[config.mk]
export PLATFORM = sky130hd
export DESIGN_NAME = rse_ram
export DESIGN_NICKNAME = d
export VERILOG_FILES = /design/src/design/rse_ram.sv
export SDC_FILE = /design/constraint.sdc
export NUM_CORES = 2
export LEC_CHECK = 0
export BUFFER_PORTS_ARGS = -buffer_cell sky130_fd_sc_hd__buf_2
export CORE_MARGIN = 2
export CORE_UTILIZATION = 57
export CTS_CLUSTER_DIAMETER = 50
export DETAILED_ROUTE_END_ITERATION = 12
export PLACE_DENSITY = 0.72
export SETUP_SLACK_MARGIN = 0.3
export SLEW_MARGIN = 5
export SYNTH_ARGS = -nofsm -noshare
export SYNTH_HDL_FRONTEND = slang
export SYNTH_SLANG_ARGS = --single-unit
[constraint.sdc]
create_clock -name clk -period 2.3 [get_ports clk]
set_clock_uncertainty 0.05 [all_clocks]
set_input_delay 0.115 -clock clk [delete_from_list [all_inputs] [get_ports clk]]
set_output_delay 0.115 -clock clk [all_outputs]
set_load 0.005 [all_outputs]
[src/design/rse_ram.sv]
`timescale 1ns / 1ps
`default_nettype none
// ----------------------------------------------------------------------------
// rse_ram: generic single-write, single-read RAM
// One write port and one read port with registered read data.
// ----------------------------------------------------------------------------
module rse_ram #(
  parameter int WIDTH = 8,
  parameter int DEPTH = 256
) (
  input  wire logic                     clk,
  input  wire logic                     wr_en,
  input  wire logic [$clog2(DEPTH)-1:0] wr_addr,
  input  wire logic [WIDTH-1:0]         wr_data,
  input  wire logic                     rd_en,
  input  wire logic [$clog2(DEPTH)-1:0] rd_addr,
  output logic      [WIDTH-1:0]         rd_data
);

  logic [WIDTH-1:0] mem [DEPTH];

  always_ff @(posedge clk) begin
    if (wr_en) begin
      mem[wr_addr] <= wr_data;
    end
    if (rd_en) begin
      rd_data <= mem[rd_addr];
    end
  end

endmodule
`default_nettype wire

Word level (Yosys, flattened, before mapping)
Memories as Yosys holds them, arrays and structs flattened. A register that Yosys moved wholly into a read port is not among the register bits.
Cells that the tools add are included.
{"block": "classes", "muxes": 2}
{"op": "$mux W1", "count": 2}
{"block": "word_totals", "wordCells": 3, "inputBits": 27, "out_inout_bits": 8, "mem_bits_rw": 2048, "n_memories": 1, "ff_bits": 0}
{"name": "mem", "depth": 256, "word_bits": 8, "rd": 1, "rd_ports_with_merged_regs": 1, "wr": 1, "line_no": "20", "text": "logic [WIDTH-1:0] mem [DEPTH];"}

Logic depth before layout (Yosys ltp)
{"block": "depth", "depth_word": 2, "mapped_depth": 11}

Least setup slack after synthesis
No wires, ideal clock.
{"block": "synth_path", "path_type": "input to register", "from": "input port rd_addr[0]", "to": "register rd_data[2] (read register of mem), data pin", "required_ns": 1.981, "setup_slack_ns": 0.059, "t_arrival_ns": 1.922, "path_buffers": 4, "setup_time_ns": 0.269, "cell_stages": 9, "path_cell_list": "buf_6 -> buf_12 -> buf_8 -> buf_2 -> mux4_2 -> a22oi_1 -> a21oi_1 -> nor4_1 -> nor4_2"}
{"element": "start, declared", "line_no": "16", "text": "input wire logic [$clog2(DEPTH)-1:0] rd_addr,"}
{"element": "end, declared", "line_no": "17", "text": "output logic [WIDTH-1:0] rd_data"}

==> impl_metrics.csv <==
group,metric,value,unit
finish,drive_gt1_frac,0.3372,
critical_path,startpoint_type,"flip-flop",
timing,worst_slew_pin_slew,1007,ps
finish,synthToLayoutAreaGrowth,18.73,%
global_routing,first_global_vias,42155,
global_routing,grt_usage,0.2856,
critical_path,cp_max_fo,1,
power_and_ir_drop,p_comb_frac,0.056,
timing,rsz0062_at_grt,"yes",
yosys,synthDistinctLibCells,54,
global_routing,antenna_found_initial,12,
die,row_count,137,
global_routing,overflow,0,
yosys,syn-cell-area,79640,sq um
yosys,synth.avg_cell_area,21.33,sq um
timing,finalHoldViolCount,0,
job,cap_violations,0,
timing,relSlewSlack,0.3284,
global_routing,grt_pass1_wl,290600,microns
yosys,synth_top_cells_by_count,"edfxtp_1, mux4_2, nor2_1, mux2i_1, a22oi_1",
critical_path,end_kind,"flip-flop",
drt,routed_wl,199400,microns
clock_network,numCtsBuffers,199,
timing,setup_ws,-197.2,ps
yosys,synthAdderAreaFrac,0,
clock_network,htree_levels,4,
yosys,synth_compound_area_frac,0.03416,
critical_path,ff2ff_path_depth,6,
global_routing,grt_max_degree,169,
place,gp_congestion,0.8763,
timing,fin_crit,2497,ps
place,placed_cells,6109,
power_and_ir_drop,power_density,836.8,nW/um^2
place,dp_slack,-1112,ps
place,numPortBuffers,34,
drt,via_per_inst,6.448,
power_and_ir_drop,internal_power,0.06245,W
clock_network,clk_pin_slew,60,ps
critical_path,cp.arrival,3020,ps
power_and_ir_drop,seq_power_share,0.523,
yosys,dominantRegCellSynth,"edfxtp_1",
hold_path,hold_class,"in2reg",
clock_network,cts_tree,"yes",
die,die_area,142700,sq um
finish,instances_no_fill,6499,
critical_path,r2r-end,"rd_data[0]",
critical_path,r2r_setup_slack,-200,ps
drt,ant_nets,0,
clock_network,insertion_delay,840,ps
yosys,synthCells,3733,
die,start_util,0.5729,
yosys,synth.area.mux_share,0.1460,
clock_network,cts_buffer_depth,3,
drt,detail_route.wl_per_cell,30.68,microns
drt,num_vias,41906,
clock_network,clockRootBuffer,"clkbuf_16",
yosys,yosysTopAreaCell,"edfxtp_1",
yosys,ys_seq_area_frac,0.7753,
power_and_ir_drop,p_sw_frac,0.2107,
critical_path,timing.rr.start,"mem[83][0]",
yosys,synth_warnings,0,
clock_network,cts.sinks,2056,
die,die_w,377.8,microns
yosys,synth_top_family_by_area,"multiplexers",
hold_path,min_path_cells,4,
power_and_ir_drop,leakage,30.82,nW
yosys,synth_edf_count,2056,
yosys,synth-simple-area-share,0.02625,
critical_path,cp-endpoint,"rd_data[0]",
power_and_ir_drop,switchingPower,0.01667,W
critical_path,crit_type,"reg2reg",
yosys,synth_top_area_frac,0.7753,
run_status,status,"finished, violations left",
place,dp_hpwl,124000,microns
timing,setup_viol,8,
power_and_ir_drop,ir_worst_vdd,1.205,mV
critical_path,startpoint,"mem[83][0]",
yosys,synth_nets,3760,
timing,fmax,400.4,MHz
yosys,synth_most_common_cell,"edfxtp_1",
drt,firstDrtPassIters,9,
drt,drc,0,
timing,period_share,1.086,
finish,num-nets-final,4477,
yosys,async_flop_share,0,
power_and_ir_drop,clkPwrFrac,0.421,
die,core-area,139000,sq um
timing,report.final.slew_viol_count,0,
yosys,synth_seq_cells,2056,
run_status,violations,"setup timing",
critical_path,critPathRequiredTime,2820,ps
die,die_y,377.8,microns
yosys,synthXorXnorAreaFrac,0,
yosys,synth_area_leaders,"edfxtp_1, mux4_2, mux2i_1",
die,ios,35,
drt,drt_iter0_drc,5848,
-- worst min-delay path by stage --
stage / endpoint / startpoint
floorplan: mem[0][0] / wr_data[0]
global placement: mem[94][4] / wr_data[4]
detailed placement: mem[94][4] / wr_data[4]
CTS: mem[216][1] / wr_en
global route: mem[216][1] / wr_en
finish: mem[216][1] / wr_en
-- kinds of logic (layout without fill, tap and decap cells) --
kind of cell    count (synthesis)  count (layout)
mux                           591             591
buf+inv                       235            1119
flops                        2056            2056
simple gates                  466             466
compound gates                385             385
other cells                     0               6
-- worst max-delay path, cell delays in order (launching register included) --
cell      delay, ps
edfxtp_1        370
mux4_2          500
mux4_2          570
nor2b_4         180
nor4_4          310
buf_4           210
nor4_2           40
-- placed cells by master (no fill, tap or decap), drive strengths merged, types with 2 or more instances in the layout --
cell type	count
a2111oi	5
a211oi	16
a21oi	96
a221oi	14
a22o	8
a22oi	133
a311oi	2
a31oi	2
and2	6
and3b	2
buf	727
bufinv	27
clkbuf	252
clkinv	84
clkinvlp	3
diode	6
dlygate4sd3	16
edfxtp	2056
inv	10
mux2i	134
mux4	456
nand2	33
nand2b	8
nand3	34
nand3b	2
nand4	10
nor2	282
nor2b	31
nor3	22
nor4	27
o211ai	10
o21ai	12
o221ai	47
o22a	5
o22ai	28
o32ai	5
or2	4
-- state kept, by name, indices dropped and copies added (netlist names) --
register	count
rd_data	8
mem	2048
-- power groups by stage --
stage / registers, W / clock network [W] / logic, W
global route: 0.0414 / 0.0350 / 0.00464
floorplan: 0.0421 / 0 / 0.00207
detailed placement: 0.0422 / 0 / 0.00422
CTS: 0.0414 / 0.0336 / 0.00440
finish: 0.0414 / 0.0333 / 0.00444
global placement: 0.0422 / 0 / 0.00416
-- through the flow --
step | utilization | power (W) | setup TNS, ps | area, sq um | hold WS [ps]
after global routing | 0.6801 | 0.08100 | -1173 | 94540 | 85.75
after global placement | 0.6270 | 0.04633 | -7137 | 87160 | 496.3
after CTS | 0.6795 | 0.07938 | -779.4 | 94460 | 23.17
final | 0.6801 | 0.07912 | -919.0 | 94550 | 87.09
after floorplan | - | 0.04421 | 0 | 79920 | 163.9
after detailed placement | 0.6270 | 0.04639 | -7104 | 87160 | 510.9
-- per-layer routing --
layer | share of wire | global-route usage | wire length (microns) | vias to the layer above
met5 | 0.00024 | 0 | 47 | -
met4 | 0.034 | 0.09894 | 6838 | 8
met3 | 0.11 | 0.06037 | 21220 | 372
met1 | 0.37 | 0.3993 | 74030 | 21875
met2 | 0.49 | 0.4533 | 97270 | 2497
li1 | - | - | - | 17154
-- area by class of cell --
cell class / count / area (sq um)
sequential: 2056 / 61740
fill: 8308 / 44470
multi-input combinational: 1442 / 17010
timing repair buffer: 749 / 6719
clock buffer: 246 / 5241
tap: 1876 / 2347
clock inverter: 122 / 1470
antenna: 6 / 15.01
inverter: 2 / 7.507
-- timing repair --
action                                 in CTS  in global routing
resized for setup                          72                 15
pin swaps                                  29                 11
cloned                                      0                  0
buffers inserted                            0                  0
endpoints found under the hold margin    1063                  0
hold buffers                               16                  0
setup endpoints to repair                   8                360
(Power assumes the default switching activity.)
