==> config.mk <==
export PLATFORM = sky130hd
export DESIGN_NAME = rse_divider
export DESIGN_NICKNAME = d
export VERILOG_FILES = /design/src/design/rse_pkg.sv /design/src/design/rse_divider.sv
export SDC_FILE = /design/constraint.sdc
export NUM_CORES = 1
export LEC_CHECK = 0
export BUFFER_PORTS_ARGS = -buffer_cell sky130_fd_sc_hd__buf_2
export CORE_MARGIN = 2
export CORE_UTILIZATION = 53
export CTS_CLUSTER_DIAMETER = 200
export DETAILED_ROUTE_END_ITERATION = 12
export PLACE_DENSITY = 0.8
export SLEW_MARGIN = 5
export SYNTH_ARGS = -nofsm -noshare
export SYNTH_HDL_FRONTEND = slang
export SYNTH_SLANG_ARGS = --single-unit
==> constraint.sdc <==
create_clock -name clk -period 2.85 [get_ports clk]
set_input_delay 0.285 -clock clk [delete_from_list [all_inputs] [get_ports clk]]
set_output_delay 0.285 -clock clk [all_outputs]
set_load 0.01 [all_outputs]
==> src/design/rse_pkg.sv <==
`timescale 1ns / 1ps
`default_nettype none
// ----------------------------------------------------------------------------
// rse_pkg: shared constants for the rANS symbol encoder
// Field widths, command and result codes, and parameter defaults that the
// encoder, its divider and its checker have in common.
// ----------------------------------------------------------------------------
package rse_pkg;

  localparam int STATE_W  = 24;
  localparam int FREQ_W   = 13;
  localparam int TOTAL_W  = 21;
  localparam int PLOG_W   = 4;
  localparam int BYTE_W   = 8;
  localparam int FUNC_W   = 2;
  localparam int KIND_W   = 2;

  localparam int MIN_PRECISION_LOG     = 5;
  localparam int DEF_MAX_PRECISION_LOG = 12;
  localparam int DEF_SYMBOL_COUNT      = 256;

  // Lower bound of the normalized coder state.
  localparam logic [STATE_W-1:0] LOWER_BOUND = 24'd65536;

  // Renormalization limit f << (STATE_W - precision_log) at the smallest precision.
  localparam int LIM_W = FREQ_W + STATE_W - MIN_PRECISION_LOG;

  // Command codes on func.
  localparam logic [FUNC_W-1:0] FUNC_LOAD    = 2'd0;
  localparam logic [FUNC_W-1:0] FUNC_ENCODE  = 2'd1;
  localparam logic [FUNC_W-1:0] FUNC_FINISH  = 2'd2;
  localparam logic [FUNC_W-1:0] FUNC_RESTART = 2'd3;

  // Result codes on kind.
  localparam logic [KIND_W-1:0] KIND_BYTE       = 2'd0;
  localparam logic [KIND_W-1:0] KIND_FINAL      = 2'd1;
  localparam logic [KIND_W-1:0] KIND_BAD_SYMBOL = 2'd2;
  localparam logic [KIND_W-1:0] KIND_BAD_TOTAL  = 2'd3;

endpackage
`default_nettype wire

==> src/design/rse_divider.sv <==
`timescale 1ns / 1ps
`default_nettype none
// ----------------------------------------------------------------------------
// rse_divider: bit-serial restoring divider
// Shifts the dividend through a register one bit per cycle and develops one
// quotient bit per cycle; done pulses when quotient and remainder are ready.
// ----------------------------------------------------------------------------
module rse_divider #(
  parameter int DIVIDEND_W = rse_pkg::STATE_W,
  parameter int DIVISOR_W  = rse_pkg::FREQ_W
) (
  input  wire logic                  clk,
  input  wire logic                  rst,
  input  wire logic                  start,
  input  wire logic [DIVIDEND_W-1:0] dividend,
  input  wire logic [DIVISOR_W-1:0]  divisor,
  output logic                       done,
  output logic      [DIVIDEND_W-1:0] quotient,
  output logic      [DIVISOR_W-1:0]  remainder
);

  localparam int CNT_W = $clog2(DIVIDEND_W + 1);

  logic [CNT_W-1:0]      count;
  logic [DIVIDEND_W-1:0] shift_q;
  logic [DIVISOR_W-1:0]  rem;
  logic [DIVISOR_W-1:0]  div_reg;
  logic [DIVISOR_W:0]    trial;
  logic [DIVISOR_W:0]    diff;
  logic                  fits;

  // The remainder always stays below the divisor, so the trial fits one extra bit.
  assign trial = {rem, shift_q[DIVIDEND_W-1]};
  assign diff  = trial - {1'b0, div_reg};
  assign fits  = trial >= {1'b0, div_reg};

  always_ff @(posedge clk) begin
    if (rst) begin
      count <= '0;
      done  <= 1'b0;
    end else begin
      done <= 1'b0;
      if (start) begin
        count <= CNT_W'(DIVIDEND_W);
      end else if (count != '0) begin
        count <= count - CNT_W'(1);
        done  <= (count == CNT_W'(1));
      end
    end
  end

  always_ff @(posedge clk) begin
    if (start) begin
      shift_q <= dividend;
      rem     <= '0;
      div_reg <= divisor;
    end else if (count != '0) begin
      shift_q <= {shift_q[DIVIDEND_W-2:0], fits};
      rem     <= fits ? diff[DIVISOR_W-1:0] : trial[DIVISOR_W-1:0];
    end
  end

  assign quotient  = shift_q;
  assign remainder = rem;

endmodule
`default_nettype wire

======== Word-level counts from Yosys, hierarchy flattened ========
Cells that the tools add are included.
operators by class
  $add $sub $neg .......................... 2
  magnitude comparators ................... 1
  equality and inequality tests ........... 1
  mux-type cells .......................... 5
  bitwise operators ....................... 1
  reductions and logical operators ........ 4
operators by type and width
  kind                                                                    number
  24-bit two-way mux                                                      2
  14-bit by 13-bit >= comparator with 1-bit output                        1
  13-bit two-way mux                                                      1
  13-bit subtractor                                                       1
  5-bit two-way mux                                                       2
  5-bit by 1-bit equality test with 1-bit output (second input constant)  1
  5-bit nonzero test                                                      1
  5-bit by 1-bit subtractor with 5-bit output (second input constant)     1
  3-bit OR reduction                                                      1
  2-bit nonzero test                                                      1
  2-bit OR reduction                                                      1
  1-bit inverter                                                          1
word-level totals
  register bits after elaboration ......... 56
  input bits .............................. 40
  output and inout port bits .............. 38
  logic and storage cells ................. 20

======== Depth between registers and ports, before layout ========
Gate-level depths: netlist of run 1.
  depth after elaboration ................. 3
  depth in mapped cells ................... 11
  mapped depth without buffers ............ 10

======== Worst setup path before layout of run 1 ========
Ideal clock, no wire load.
  kind .................................... register to register
  start ................................... register shift_q[23] (netlist: quotient[23])
  end ..................................... register shift_q[0] (netlist: quotient[0]) (data pin)
  library setup time ...................... 0.260 ns
  data arrival time ....................... 1.985 ns
  data required time ...................... 2.590 ns
  setup slack ............................. 0.605 ns
  cell stages (with the launch flop) ...... 11
  buffers on the path ..................... 0
  period minus slack after synthesis ...... 2.245 ns
  path through ............................ edfxtp_1 inv_1 ha_1 inv_1 fa_1 nand3_1 a211oi_4 nor2_2 a21o_1 nand2_1 mux2_2
between the ends
  word-level cells in the longest chain between the ends .. 3
RTL lines
  what                                              line               text
  start: declaration                                rse_divider.sv:25  logic [DIVIDEND_W-1:0] shift_q;
  start signal: assignment                          rse_divider.sv:54  shift_q <= dividend;
  start signal: assignment                          rse_divider.sv:58  shift_q <= {shift_q[DIVIDEND_W-2:0], fits};
  14-bit by 13-bit >= comparator with 1-bit output  rse_divider.sv:35  assign fits = trial >= {1'b0, div_reg};
  24-bit two-way mux                                rse_divider.sv:57  end else if (count != '0) begin
  24-bit two-way mux                                rse_divider.sv:53  if (start) begin
Every way passes these cells. The select of a mux whose other input is x is not followed.
A chain may end at the register's enable or synchronous reset.

======== Worst setup path in the final report of run 1 ========
  start ................................... register shift_q[23] (netlist: quotient[23])
  end ..................................... register rem[1] (netlist: remainder[1])
between the ends
  word-level cells in the longest chain between the ends .. 2
  elaborated cells between the ends (all ways) .. 3
  those cells by class .................... add/sub (1); order compare (1); mux (1)
RTL lines
  what                                                                                          line                                  text
  13-bit subtractor / 14-bit by 13-bit >= comparator with 1-bit output (equally long branches)  rse_divider.sv:34, rse_divider.sv:35
  13-bit two-way mux (*)                                                                        rse_divider.sv:59                     rem <= fits ? diff[DIVISOR_W-1:0] : trial[DIVISOR_W-1:0];
  end signal: assignment                                                                        rse_divider.sv:59
  end: declaration                                                                              rse_divider.sv:26                     logic [DIVISOR_W-1:0] rem;
Every way passes the cells marked *; elsewhere a longest branch is shown, timed or not.

==> results_dict.tcl, run 1 <==
set metrics [dict create \
    period_share_pct 82.14 \
    drv_cap 0 \
    final_layout_size_suffix_gt1_share_pct 36.29 \
    synth_cell_types 57 \
    grt_antenna_before_repair 0 \
    synth-seq-area-share_pct 47.60 \
    setup_tns_ns 0 \
    n_antenna_cell 0 \
    total_power_mw 3.172 \
    dp_hpwl_mm 4.477 \
    area_growth_pct 15.66 \
    rows 28 \
    grt_pass1_vias 2317 \
    min_path_type "input pin to flop" \
    coreArea_um2 5816 \
    power_density_nw_per_um2 875.4 \
    crit_type "flop to flop" \
    drt_iter0_markers 98 \
    slew_violations 0 \
    worstPathArrival_ns 2.56 \
    setup_viol 0 \
    top_layer "met4" \
    drt_pass1_iterations 4 \
    cts_root_buf "clkbuf_8" \
    final_common_cell "buf_2" \
    rsz0062_at_grt "false" \
    layout_common_cells "77 x buf_2, 37 x edfxtp_1, 24 x mux2_2" \
    wl_met3_um 375 \
    cts_hold_buf 0 \
    nets 405 \
    clockBufferDepth 2 \
    clk_pin_slew_worst_paths_ns 0.11 \
    overflow 0 \
    grt_pass1_wl_mm 10.40 \
    yosysWarnings 0 \
    fillers 499 \
    synth_area_um2 3133 \
    worst_slew_pin_slew_ns 0.8160 \
    status "complete, no violations" \
    cts_resized 0 \
    cts_setup_buffers 0 \
    routed_wl_mm 6.293 \
    synth_cells 275 \
    critPathCaptureType "flop" \
    path_max_fanout 13 \
    largest_reg_flops 24 \
    htree_levels 2 \
    vias 2373 \
    hold_violations 0 \
    numCtsBuffers 5 \
    dpl_cell_area_um2 3530 \
    die_x_um 80.89 \
    wl_per_cell_um 14.81 \
    vdd_drop_max_v 0.0003896 \
    worstSetupStartpointType "flop" \
    port_buffers 77 \
    start_util_pct 53.87 \
    critPathRequiredTime_ns 3.07 \
    period_needed_ns 2.341 \
    postRouteAntennaNets 0 \
    synth_edf_count 37 \
    dr_wl_met2_mm 3.061 \
    grt_max_degree 49 \
    skew_ns 0.008679 \
    design_area_um2 3623 \
    pin_count 78 \
    insertion_delay_ns 0.32 \
    postSynthAreaPerCell_um2 11.39 \
    viasPerCell 5.584 \
    track_usage_pct 20.23 \
    clkSinkCount 56 \
    die_area_um2 6542 \
    slew_headroom_pct 45.47 \
    async_reset_ff_share_pct 0 \
    die_h_um 80.89 \
    p_leak_nw 1.553 \
    cts_tree "built" \
    gp_congestion 0.8603 \
    route.detailed.drc 0 \
    ys_seq_elements 56 \
    synth-main-ff-cell "edfxtp_1" \
    syn_nets 331 \
    m1WireLength_mm 2.739 \
    fmax_ghz 0.4272 \
]
## worst max-delay path: stages (launching register included)
cell,delay (ns)
edfxtp_1,0.37
inv_1,0.05
ha_1,0.20
inv_1,0.07
fa_1,0.22
nand3_1,0.14
a211oi_4,0.29
nor2_2,0.09
a21oi_4,0.39
o21ai_1,0.12
a311oi_1,0.30
## worst paths after layout
check                     from      endpoint  slack [ns]  cells after the start
setup / recovery  quotient[23]  remainder[1]        0.51                     10
hold / removal      divisor[6]    div_reg[6]        0.14                      1
setup reg to reg  quotient[23]  remainder[1]        0.51                     10
hold reg to reg       count[4]      count[4]        0.51                      2
## routing by layer
metal / up-vias / global-route usage (%)
li1: 1176 / -
met2: 63 / 35.37
met3: 8 / 5.333
met1: 1126 / 24.32
met5: - / 0
met4: 0 / 6.271
## report_power, final
part	internal, mW	switching, mW	total, mW
clock	0.180	0.282	0.462
sequential	1.06	0.135	1.20
combinational	0.674	0.840	1.51
## kinds of logic after synthesis
kind of cell | after synthesis | share of synthesized area, %
flip-flops | 56 | 47.60
multiplexers | 26 | 9.265
buffers and inverters | 32 | 6.150
AND/OR/NAND/NOR | 73 | 12.98
XOR/XNOR | 11 | 3.075
adder cells (fa/ha/maj) | 16 | 6.629
AO/OA/AOI/OAI | 61 | 14.30
## synthesized netlist by cell type (all sizes together), types with 5 or more instances
library cell  instances  share of area [%]
clkbuf                5                1.5
ha                   15                6.0
xnor2                 9                2.5
nor2                 19                2.6
a311oi                9                2.9
buf                   7                1.8
o21ai                10                1.6
mux2                 24                8.6
nand3                13                2.6
nor2b                 5                1.0
a21oi                15                2.9
inv                  18                2.2
nor3                 10                1.6
nand2                 7               0.84
edfxtp               37                 35
a21o                  5                1.2
dfxtp                19                 12
## final cells by class
type / count / area [um^2] / area share [%]
sequential: 56 / 1491 / 41.16
multi-input combinational: 187 / 1449 / 39.99
timing repair buffer: 81 / 427.9 / 11.81
tap: 75 / 93.84 / 2.590
clock buffer: 5 / 68.82 / 1.899
inverter: 18 / 67.56 / 1.865
clock inverter: 3 / 25.02 / 0.6906
## per-stage QoR
stage,instances,hold WS [ns],util [%],setup slack (ns)
2_1_floorplan,275,0.3574,-,0.6050
3_3_place_gp,417,0.4614,60.69,0.6256
3_5_place_dp,417,0.4635,60.69,0.5561
4_1_cts,425,0.1337,62.31,0.5304
5_1_grt,425,0.1313,62.31,0.3437
6_report,425,0.1392,62.31,0.5090
Power figures use the tool's default switching activity.
==> run 2: changes to the inputs <==
- clock period: 2.85 -> 2.2 ns (I/O delays scaled with it)
==> results_dict.tcl, run 2 (synthesis gave the netlist of run 1 again) <==
set metrics [dict create \
    status "complete, but fails checks" \
    violations "negative setup slack" \
    path_max_fanout 10 \
    clkSinkCount 56 \
    grt_antenna_before_repair 0 \
    setup_tns_ns -0.2425 \
    rows 28 \
    fin_ws_ns -0.06308 \
    vdd_drop_max_v 0.0005445 \
    slowest_stage "edfxtp_1" \
    htree_levels 2 \
    slew_violations 0 \
    overflow 0 \
    worst_slew_pin_slew_ns 0.6881 \
    start_util_pct 53.87 \
    grt_max_degree 33 \
    reg2reg_to "remainder[10]" \
    worstSetupStartpointType "flop" \
    clk_pin_slew_worst_paths_ns 0.11 \
    viasPerCell 5.617 \
    r2r_slack_ns -0.06 \
    skew_ns 0.007325 \
    worstHoldPathCells 1 \
    hold_ws_ns 0.07154 \
    layout_common_cells "77 x buf_2, 37 x edfxtp_1, 24 x mux2_2" \
    die_h_um 80.89 \
    numCtsBuffers 5 \
    grt_pass1_vias 2350 \
    drt_iter0_markers 190 \
    cts_tree "built" \
    final_layout_size_suffix_gt1_share_pct 43.94 \
    routed_wl_mm 7.108 \
    worst_path_largest_cell_delay_ns 0.40 \
    pin_count 78 \
    postRouteAntennaNets 0 \
    rsz0062_at_grt "true" \
    multi_input_area_um2 1528 \
    largest_reg_flops 24 \
    route.detailed.drc 0 \
    dp_hpwl_mm 4.928 \
    grt_pass1_wl_mm 11.29 \
    r2r_start "quotient[23]" \
    nets 426 \
    crit_type "flop to flop" \
    gp_congestion 0.8518 \
    drv_cap 0 \
    setup_viol 7 \
    die_area_um2 6542 \
    period_needed_ns 2.263 \
    min_path_type "input pin to flop" \
    track_usage_pct 22.53 \
    insertion_delay_ns 0.32 \
    drt_pass1_iterations 4 \
    slew_headroom_pct 54.12 \
    hp-start "divisor[0]" \
    cts_hold_buf 0 \
    area_growth_pct 23.44 \
    fmax_ghz 0.4419 \
    cts_root_buf "clkbuf_8" \
    die_x_um 80.89 \
    port_buffers 77 \
    power_density_nw_per_um2 1155 \
    critPathRequiredTime_ns 2.43 \
    hold_violations 0 \
    clockBufferDepth 2 \
    crit_chain "inv_1 > ha_2 > inv_2 > fa_2 > nand3_2 > a211oi_4 > nor2_2 > a21o_1 > buf_6 > nand3_1 > a311oi_2" \
    reg2reg_depth 11 \
    n_antenna_cell 0 \
    seq_area_um2 1491 \
    fillers 459 \
    vias 2505 \
    worstPathArrival_ns 2.49 \
    hold_end "div_reg[0]" \
    period_share_pct 102.9 \
    final_common_cell "buf_2" \
    coreArea_um2 5816 \
    fin_util_pct 66.50 \
    wl_per_cell_um 15.94 \
    p_leak_nw 1.675 \
    critPathCaptureType "flop" \
]
run 2: cell types whose count changed in the layout (fill, tap and decap cells not counted), moves of 2 or more:
cell,delta
buf_4,+19
a311oi_1,-4
a311oi_2,+4
buf_6,+2
run 2: how the worst max path moves through the flow:
stage                     slack [ns]            end         start
final                          -0.06  remainder[10]  quotient[23]
after detailed placement       -0.05   remainder[1]  quotient[23]
after CTS                      0.009   remainder[6]  quotient[23]
after global placement         0.006   remainder[3]    div_reg[8]
after global routing           -0.20  remainder[10]  quotient[23]
after floorplan                 0.03    quotient[0]  quotient[23]
run 2: repair_timing:
action | 4_1_cts | 5_1_grt
resized for setup | 5 | 12
pin swaps | 2 | 7
setup buffers | 2 | 3
endpoints found under the setup margin | 11 | 14
run 2: layer usage:
metal / up-vias / track usage (%) / routed length (um)
met2: 68 / 38.26 / 3523
met1: 1204 / 28.94 / 3123
met5: - / 0 / 0
li1: 1215 / - / -
met3: 18 / 4.556 / 297
met4: 0 / 7.119 / 164
run 2: where the power goes:
group	switching (mW)	total, mW	internal (mW)	leakage [nW]
registers	0.153	1.53	1.38	0.534
logic	1.27	2.34	1.07	1.10
clock network	0.362	0.595	0.233	0.0452
run 2: area by class of cell:
| class | count | share of cell area (%) |
|---|---|---|
| clock buffers | 5 | 1.779 |
| clock inverters | 3 | 0.6470 |
| inverters | 18 | 1.747 |
| multi-input cells | 187 | 39.50 |
| flip-flops and latches | 56 | 38.56 |
| well taps | 75 | 2.426 |
| repair buffers | 102 | 15.33 |
run 2: worst max-delay path: cells and delay by family (launching register included):
family / cells / cell delay (ns)
AO/OA/AOI/OAI: 3 / 0.53
adder cells (fa/ha/maj): 2 / 0.56
buffers and inverters: 3 / 0.29
flip-flops: 1 / 0.40
AND/OR/NAND/NOR: 3 / 0.38
run 2: per-stage QoR:
stage	std cells	setup WS [ns]	cell area [um^2]	total power [mW]
3_5_place_dp	433	-0.05204	3645	3.706
6_report	446	-0.06308	3867	4.465
3_3_place_gp	433	0.005802	3645	3.649
4_1_cts	443	0.009169	3790	4.362
5_1_grt	446	-0.1983	3867	4.762
2_1_floorplan	275	0.03045	3141	3.079
